[src/rtl/core/tmhq_pkg.sv]
package tmhq_pkg;

	localparam int unsigned CAPACITY = 128;
	localparam int unsigned KEY_W    = 32;
	localparam int unsigned COUNT_W  = $clog2(CAPACITY + 1);
	localparam int unsigned ENTRY_W  = 8;

	localparam logic signed [KEY_W-1:0] EMPTY_KEY = {1'b0, {(KEY_W-1){1'b1}}};

	typedef enum logic {
		OP_INSERT = 1'b0,
		OP_DELETE = 1'b1
	} opcode_t;

	typedef enum logic [1:0] {
		ST_OK    = 2'd0,
		ST_FULL  = 2'd1,
		ST_EMPTY = 2'd2
	} status_t;

	// per-cycle command broadcast to every cell of the row
	typedef struct packed {
		logic ins;
		logic del;
	} cell_ctrl_t;

endpackage

[src/rtl/core/tmhq_cell.sv]
module tmhq_cell (
	input  logic                                  clk,
	input  tmhq_pkg::cell_ctrl_t                  ctrl,
	input  logic                                  valid,
	input  logic signed [tmhq_pkg::KEY_W-1:0]     key_in,
	input  logic signed [tmhq_pkg::KEY_W-1:0]     prev_key,
	input  logic                                  prev_le,
	input  logic signed [tmhq_pkg::KEY_W-1:0]     next_key,
	output logic signed [tmhq_pkg::KEY_W-1:0]     key_q,
	output logic                                  le
);

	// the row is sorted ascending, so le is high on a prefix of cells
	assign le = valid && (key_q <= key_in);

	always_ff @(posedge clk) begin
		if (ctrl.ins) begin
			if (!le) begin
				// first cell past the insertion point takes the new key, the rest shift up
				key_q <= prev_le ? key_in : prev_key;
			end
		end else if (ctrl.del) begin
			key_q <= next_key;
		end
	end

endmodule

[config.mk]
export PLATFORM = sky130hd
export DESIGN_NAME = tmhq_cell
export DESIGN_NICKNAME = d
export VERILOG_FILES = /design/src/rtl/core/tmhq_pkg.sv /design/src/rtl/core/tmhq_cell.sv
export SDC_FILE = /design/constraint.sdc
export NUM_CORES = 1
export LEC_CHECK = 0
export ABC_CLOCK_PERIOD_IN_PS = 5600
export BUFFER_PORTS_ARGS = -buffer_cell sky130_fd_sc_hd__buf_2
export CORE_AREA = 2 2 84 86
export DETAILED_ROUTE_END_ITERATION = 7
export DIE_AREA = 0 0 86 88
export PLACE_DENSITY = 0.78
export SYNTH_ARGS = -nofsm -noshare
export SYNTH_HDL_FRONTEND = slang
export SYNTH_SLANG_ARGS = --single-unit
[constraint.sdc]
create_clock -name clk -period 5.6 [get_ports clk]
set_input_delay 0.28 -clock clk [delete_from_list [all_inputs] [get_ports clk]]
set_output_delay 0.28 -clock clk [all_outputs]
set_load 0.02 [all_outputs]
* Yosys cells after proc, flatten, opt, wreduce, memory -nomap -nowiden
Index checks and enable logic that the tools add are counted.
Operators by class: magnitude comparators 1, equal/unequal tests 1, mux-type cells 4, reduce and logical (&&, ||, !) cells 3
Operators with widths (count):
- 32-bit 2-to-1 mux | 4
- 32-bit less-or-equal comparator | 1
- 2-bit inequality test, second input constant | 1
- 2-bit AND reduction | 1
- 2-bit nonzero test | 1
- 1-bit logical AND | 1
Word-level totals: flip-flop bits (word level) 32, input bits 101, output and inout port bits 33, logic and storage cells 10

* Longest topological paths before layout
Gate-level depths: netlist (run 1).
word-level depth 4, mapped depth 7, mapped depth without buffers 7

* Least setup slack after synthesis (run 1)
OpenSTA, ideal clock, no wires.
kind register -> register, from register key_q[14] (netlist bit), to register key_q[0] (netlist bit), enable pin, library setup time 0.441 ns, arrival time 3.364 ns, required time 5.159 ns, path slack 1.795 ns, cell stages (with the launch flop) 7, path buffers 0, clock period less this slack 3.805 ns, path through edfxtp_1 -> ha_1 -> nand4_1 -> nor4_2 -> a21boi_2 -> o31ai_2 -> a31oi_1
Between the ends: word-level cells in the longest chain between the ends 4
RTL lines:
- start, declared | RTL line tmhq_cell.sv:9 | output logic signed [tmhq_pkg::KEY_W-1:0] key_q,
- start signal, assigned | RTL line tmhq_cell.sv:20 | key_q <= prev_le ? key_in : prev_key;
- start signal, assigned | RTL line tmhq_cell.sv:23 | key_q <= next_key;
- 32-bit less-or-equal comparator | RTL line tmhq_cell.sv:14 | assign le = valid && (key_q <= key_in);
- 1-bit logical AND | RTL line tmhq_cell.sv:14
- 2-bit inequality test (no line)
- 2-bit AND reduction (no line)
No other way between the ends. A chain may end at the register's enable or synchronous reset.

* Worst setup path in the final report (run 1)
from register key_q[14] (netlist bit), to register key_q[19] (netlist bit), enable pin
The elaborated chain is that of the path after synthesis.

==> flow_metrics.env, run 1 <==
export IMPL_most_common_layout_cells="buf_2, a21oi_1, inv_1, nor2_1"
export IMPL_worstSetupStartpointType="flip-flop"
export IMPL_via_per_inst=4.94
export IMPL_yosysSeqAreaShare=0.386
export IMPL_rsz0062_at_grt="false"
export IMPL_power_density_mw_per_mm2=216
export IMPL_clockBufferDepth=2
export IMPL_synth_top_family_by_area="adder cells"
export IMPL_registers_top_by_ff_count="key_q"
export IMPL_drtAntennaViolNets=0
export IMPL_drcViolationCount=0
export IMPL_fp_dieArea_mm2=0.00757
export IMPL_drt_pass1_iterations=3
export IMPL_wl_met1_um=2640
export IMPL_syn_num_nets=389
export IMPL_post_drt_wl_per_cell_um=13.5
export IMPL_htreeDepth=2
export IMPL_period_share=0.522
export IMPL_synth_fa_ha_area_frac=0.161
export IMPL_mostFrequentLayoutCell="buf_2"
export IMPL_fin_setup_tns_ns=0
export IMPL_wl_met3_um=421
export IMPL_finalSetupViolations=0
export IMPL_largest_register_ffs=32
export IMPL_crit_type="reg -> reg"
export IMPL_grt_pass1_wl_um=9660
export IMPL_place_gp_congestion=0.720
export IMPL_reg_largest_list="key_q (32)"
export IMPL_hold_buffers=0
export IMPL_crit_path_end_kind="flip-flop"
export IMPL_synth_ff_latch_count=32
export IMPL_synth_compound_area_frac=0.140
export IMPL_layout_drive_gt1_share=0.378
export IMPL_cts_tree="done"
export IMPL_utilization=0.498
export IMPL_floorplan_initialDensity=0.375
export IMPL_io_pins=134
export IMPL_vias=2301
export IMPL_numClockSinks=32
export IMPL_cts_repair_resized=0
export IMPL_place_hpwl_um=5120
export IMPL_hold_class="in -> reg"
export IMPL_hold_violations=0
export IMPL_cap_violations=0
export IMPL_crit_fanout=32
export IMPL_clk_pin_slew_worst_paths_ns=0.07
export IMPL_fillers=653
export IMPL_p_leak_nw=1.73
export IMPL_synth_simple_area_share=0.118
export IMPL_overflow=0
export IMPL_maxSlewViolCount=0
export IMPL_slew_headroom=0.270
export IMPL_period_needed_ns=2.92
export IMPL_synth_xor_area_share=0
export IMPL_clk_latency_ns=0.28
export IMPL_grt_pass1_vias=2203
export IMPL_max_freq_mhz=342
export IMPL_ir_drop_mv=0.114
export IMPL_met2WireLength_um=3180
export IMPL_critical_path_required_ns=5.49
export IMPL_dr_max_layer_used="met4"
export IMPL_worst_clock_skew_ns=0.00876
export IMPL_syn_area_per_cell_um2=9.73
export IMPL_syn_area_mm2=0.00249
export IMPL_antenna_found_initial=0
export IMPL_rows=30
export IMPL_area_growth_pct=32.9
export IMPL_buffer_ports_inserted=133
export IMPL_finalPower_w=0.000716
export IMPL_die_w_um=86
export IMPL_cts_setup_buffers=0
export IMPL_die_h_um=88
export IMPL_synth_mux_area_frac=0.129
export IMPL_status="complete, no violations"
export IMPL_cts_made_buffers=5
export IMPL_yosys_cell_types_count=33
export IMPL_crit_arrival_ns=2.81
export IMPL_cts_root_buf="clkbuf_8"
export IMPL_synthCells=256
export IMPL_core_area_mm2=0.00664
export IMPL_grt_max_degree=68
export IMPL_track_usage=0.165
export IMPL_routed_wl_um=6290
export IMPL_dr_first_iter_drc_count=27
export IMPL_fin_nets=519
export IMPL_worst_slew_pin_slew_ns=1.10
export IMPL_antenna_cells=0
export IMPL_yosys_warnings=0
worst paths after layout:
| check | endpoint | slack (ns) | depth (start not counted) | from |
|---|---|---|---|---|
| hold reg to reg | key_q[26]$_DFFE_PP_ | 1.34 | 4 | key_q[31]$_DFFE_PP_ |
| setup / recovery | key_q[19]$_DFFE_PP_ | 2.68 | 6 | key_q[14]$_DFFE_PP_ |
| hold / removal | key_q[6]$_DFFE_PP_ | 0.32 | 3 | next_key[6] |
| setup reg to reg | key_q[19]$_DFFE_PP_ | 2.68 | 6 | key_q[14]$_DFFE_PP_ |
metrics by stage:
| step | hold WS, ns | setup WS, ns | instance area, µm² | std cells |
|---|---|---|---|---|
| CTS | 0.313 | 2.60 | 3310 | 466 |
| global route | 0.315 | 2.38 | 3310 | 466 |
| global placement | 0.599 | 2.76 | 3230 | 459 |
| finish | 0.322 | 2.68 | 3310 | 466 |
| detailed placement | 0.605 | 2.60 | 3230 | 459 |
| floorplan | 0.506 | 1.79 | 2490 | 256 |
worst max-delay path, cell delays in order (launching register included):
cell and delay (ns):
edfxtp_1 0.39, ha_1 0.33, nand4_1 0.18, nor4_2 0.43
a21boi_2 0.23, o31ai_2 0.10, a31oi_4 0.88
power by group:
group          total, W  internal (W)  leakage (nW)  switching [W]
Combinational  0.000237     0.0000993          1.37       0.000138
Clock          0.000166     0.0000844        0.0410      0.0000814
Sequential     0.000313      0.000299         0.316      0.0000137
Total          0.000716      0.000483          1.73       0.000233
cell families after synthesis:
group	count (synthesis)
AOI/OAI and AO/OA	59
and+or+nand+nor	57
muxes	32
buffers and inverters	44
DFF	32
adders and majority gates	32
area by class of cell:
type | instances | area, µm² | share of cell area
clock inverters | 1 | 5.00 | 0.00151
clock buffers | 6 | 72.6 | 0.0219
flip-flops and latches | 32 | 961 | 0.290
multi-input cells | 180 | 1380 | 0.416
well taps | 80 | 100 | 0.0302
repair buffers | 134 | 673 | 0.203
inverters | 33 | 124 | 0.0374
cell usage after synthesis:
master,count,area (µm²)
mux2i_1,32,320
buf_1,3,11.3
nor2b_1,1,6.26
a221o_1,1,10.0
edfxtp_1,32,961
a32oi_1,1,8.76
a31o_1,1,8.76
nor2_1,33,124
o21ai_0,1,5.00
a31oi_1,1,6.26
a2111o_1,1,11.3
clkbuf_1,5,18.8
o31ai_2,1,12.5
nand4_1,5,31.3
or2_1,1,6.26
and2b_1,1,7.51
o211ai_1,1,7.51
nor4_1,2,12.5
a21o_1,5,37.5
nand4_4,1,21.3
and2_1,1,6.26
nand3_1,5,25.0
a21oi_1,43,215
nor4_2,1,12.5
ha_1,32,400
and4_1,1,8.76
nor3_4,1,16.3
a21boi_2,1,11.3
nand2_1,4,15.0
a211oi_1,1,7.51
inv_1,33,124
buf_2,3,15.0
o22ai_1,1,6.26
layer usage:
| metal | GRT usage | vias to the layer above |
|---|---|---|
| li1 | - | 1189 |
| met1 | 0.186 | 1024 |
| met2 | 0.307 | 84 |
| met3 | 0.0452 | 4 |
| met4 | 0.0447 | 0 |
| met5 | 0 | - |
(Power assumes the default switching activity.)
==> run 2, diff against run 1 <==
--- a/config.mk
+++ b/config.mk
@@ -5,7 +5,7 @@
 export SDC_FILE = /design/constraint.sdc
 export NUM_CORES = 1
 export LEC_CHECK = 0
-export ABC_CLOCK_PERIOD_IN_PS = 5600
+export ABC_CLOCK_PERIOD_IN_PS = 2710
 export BUFFER_PORTS_ARGS = -buffer_cell sky130_fd_sc_hd__buf_2
 export CORE_AREA = 2 2 84 86
 export DETAILED_ROUTE_END_ITERATION = 7
==> constraint.sdc (replaced) <==
create_clock -name clk -period 2.71 [get_ports clk]
set_input_delay 0.1355 -clock clk [delete_from_list [all_inputs] [get_ports clk]]
set_output_delay 0.1355 -clock clk [all_outputs]
set_load 0.02 [all_outputs]
==> run 2 against run 1 <==
Global-route usage down 0.24 points. Clock power up 110%. Setup slack worse by 2.5 ns. Largest power group unchanged. Combinational power up 110%.
==> flow_metrics.env, run 2 (synthesis gave the netlist of run 1 again) <==
export IMPL_reg_largest_list="key_q (32)"
export IMPL_worst_slew_pin_slew_ns=0.585
export IMPL_drt_pass1_iterations=4
export IMPL_switching_power_w=0.000482
export IMPL_reg2reg_slack_ns=0.26
export IMPL_status="complete, no violations"
export IMPL_mostFrequentLayoutCell="buf_2"
export IMPL_dp_slack_ns=0.217
export IMPL_routed_wl_um=6370
export IMPL_cpPeakStageDelay_ns=0.56
export IMPL_crit_path_end="le"
export IMPL_vias=2326
export IMPL_utilization=0.502
export IMPL_crit_path_end_kind="output pin"
export IMPL_core_area_mm2=0.00664
export IMPL_clk_pin_slew_worst_paths_ns=0.06
export IMPL_ff2ff_path_depth=7
export IMPL_via_per_inst=4.95
export IMPL_period_needed_ns=2.54
export IMPL_critical_path_required_ns=2.57
export IMPL_fin_nets=522
export IMPL_drtAntennaViolNets=0
export IMPL_crit_arrival_ns=2.41
export IMPL_sw_frac_of_total=0.324
export IMPL_antenna_found_initial=0
export IMPL_rr_startpoint="key_q[30]$_DFFE_PP_"
export IMPL_power_density_mw_per_mm2=446
export IMPL_dr_first_iter_drc_count=84
export IMPL_path_cells="ha_1 -> nand4_1 -> or2_1 -> a211oi_1 -> nor4_1 -> a31o_1 -> buf_2"
export IMPL_worstSetupStartpointType="flip-flop"
export IMPL_overflow=0
export IMPL_cpMaxStageDelayCell="nor4_1"
export IMPL_grt_pass1_wl_um=9660
export IMPL_cts_setup_buffers=0
export IMPL_most_common_layout_cells="buf_2, a21oi_1, inv_1, nor2_1"
export IMPL_hold_violations=0
export IMPL_cts_repair_resized=0
export IMPL_crit_fanout=3
export IMPL_rows=30
export IMPL_worst_clock_skew_ns=0.00185
export IMPL_place_hpwl_um=5300
export IMPL_fp_dieArea_mm2=0.00757
export IMPL_buffer_ports_inserted=133
export IMPL_post_drt_wl_per_cell_um=13.5
export IMPL_reg2reg_to="key_q[10]$_DFFE_PP_"
export IMPL_finalPower_w=0.00149
export IMPL_ir_drop_mv=0.247
export IMPL_pwr_share_clk=0.233
export IMPL_numClockSinks=32
export IMPL_die_w_um=86
export IMPL_p_seq_frac=0.434
export IMPL_registers_top_by_ff_count="key_q"
export IMPL_hold_buffers=0
export IMPL_finalSetupViolations=0
export IMPL_p_int_w=0.00100
export IMPL_rsz0062_at_grt="false"
export IMPL_die_h_um=88
export IMPL_maxSlewViolCount=0
export IMPL_cap_violations=0
export IMPL_largest_register_ffs=32
export IMPL_max_freq_mhz=393
export IMPL_fillers=620
export IMPL_fin_ws_ns=0.165
export IMPL_area_growth_pct=34.0
export IMPL_clockBufferDepth=2
export IMPL_slew_headroom=0.606
export IMPL_htreeDepth=2
export IMPL_drcViolationCount=0
export IMPL_pwr_share_comb=0.333
export IMPL_crit_type="reg -> out"
export IMPL_fin_setup_tns_ns=0
export IMPL_cts_root_buf="clkbuf_8"
export IMPL_grt_max_degree=53
export IMPL_io_pins=134
export IMPL_floorplan_initialDensity=0.375
export IMPL_hold_class="in -> reg"
export IMPL_cts_tree="done"
export IMPL_layout_drive_gt1_share=0.379
export IMPL_grt_pass1_vias=2209
export IMPL_track_usage=0.163
export IMPL_antenna_cells=0
export IMPL_p_leak_nw=1.74
export IMPL_startpoint="key_q[30]$_DFFE_PP_"
export IMPL_clk_latency_ns=0.28
export IMPL_place_gp_congestion=0.745
export IMPL_period_share=0.939
export IMPL_cts_made_buffers=5
## run 2: changes by cell type in the layout (fill, tap and decap cells not counted)
cell / delta
buf_4: +3
clkbuf_1: +1
clkinv_1: +1
clkinv_2: -1
## run 2: worst min-delay path by stage
stage | start | endpoint | slack [ns] | depth (start not counted)
floorplan | next_key[0] | key_q[0]$_DFFE_PP_ | 0.36 | 2
global placement | next_key[0] | key_q[0]$_DFFE_PP_ | 0.45 | 3
detailed placement | next_key[30] | key_q[30]$_DFFE_PP_ | 0.46 | 3
CTS | next_key[30] | key_q[30]$_DFFE_PP_ | 0.16 | 3
global route | next_key[5] | key_q[5]$_DFFE_PP_ | 0.18 | 3
finish | next_key[30] | key_q[30]$_DFFE_PP_ | 0.17 | 3
## run 2: critical path: cells and delay by family, from the launching register on
family	cells	cell delay, ns
DFF	1	0.40
AOI/OAI and AO/OA	2	0.33
and+or+nand+nor	3	0.92
buffers and inverters	1	0.17
adders and majority gates	1	0.31
## run 2: power by group through the flow
stage	registers [W]	logic (W)	clock network (W)
floorplan	0.000723	0.000235	0
global placement	0.000652	0.000487	0
global route	0.000652	0.000551	0.000376
finish	0.000646	0.000495	0.000346
CTS	0.000646	0.000501	0.000357
detailed placement	0.000657	0.000498	0
## run 2: cell type report
class	count	area (µm²)	area share
clock buffer	7	76.3	0.0229
clock inverter	1	3.75	0.00112
inverter	33	124	0.0371
multi-input combinational	180	1380	0.412
sequential	32	961	0.288
tap	80	100	0.0300
timing repair buffer	137	696	0.208
## run 2: metal layers
metal | up-vias | wire [µm] | share of wire | global-route usage
li1 | 1194 | - | - | -
met1 | 1032 | 2630 | 0.41 | 0.187
met2 | 94 | 3150 | 0.50 | 0.297
met3 | 6 | 516 | 0.081 | 0.0462
met4 | 0 | 63 | 0.0099 | 0.0418
met5 | - | 0 | 0 | 0
## run 2: stage by stage
stage,instance area [µm²],instances,hold WS (ns)
floorplan,2510,256,0.361
global placement,3260,462,0.454
detailed placement,3260,462,0.456
CTS,3340,470,0.161
global route,3340,470,0.182
finish,3340,470,0.168
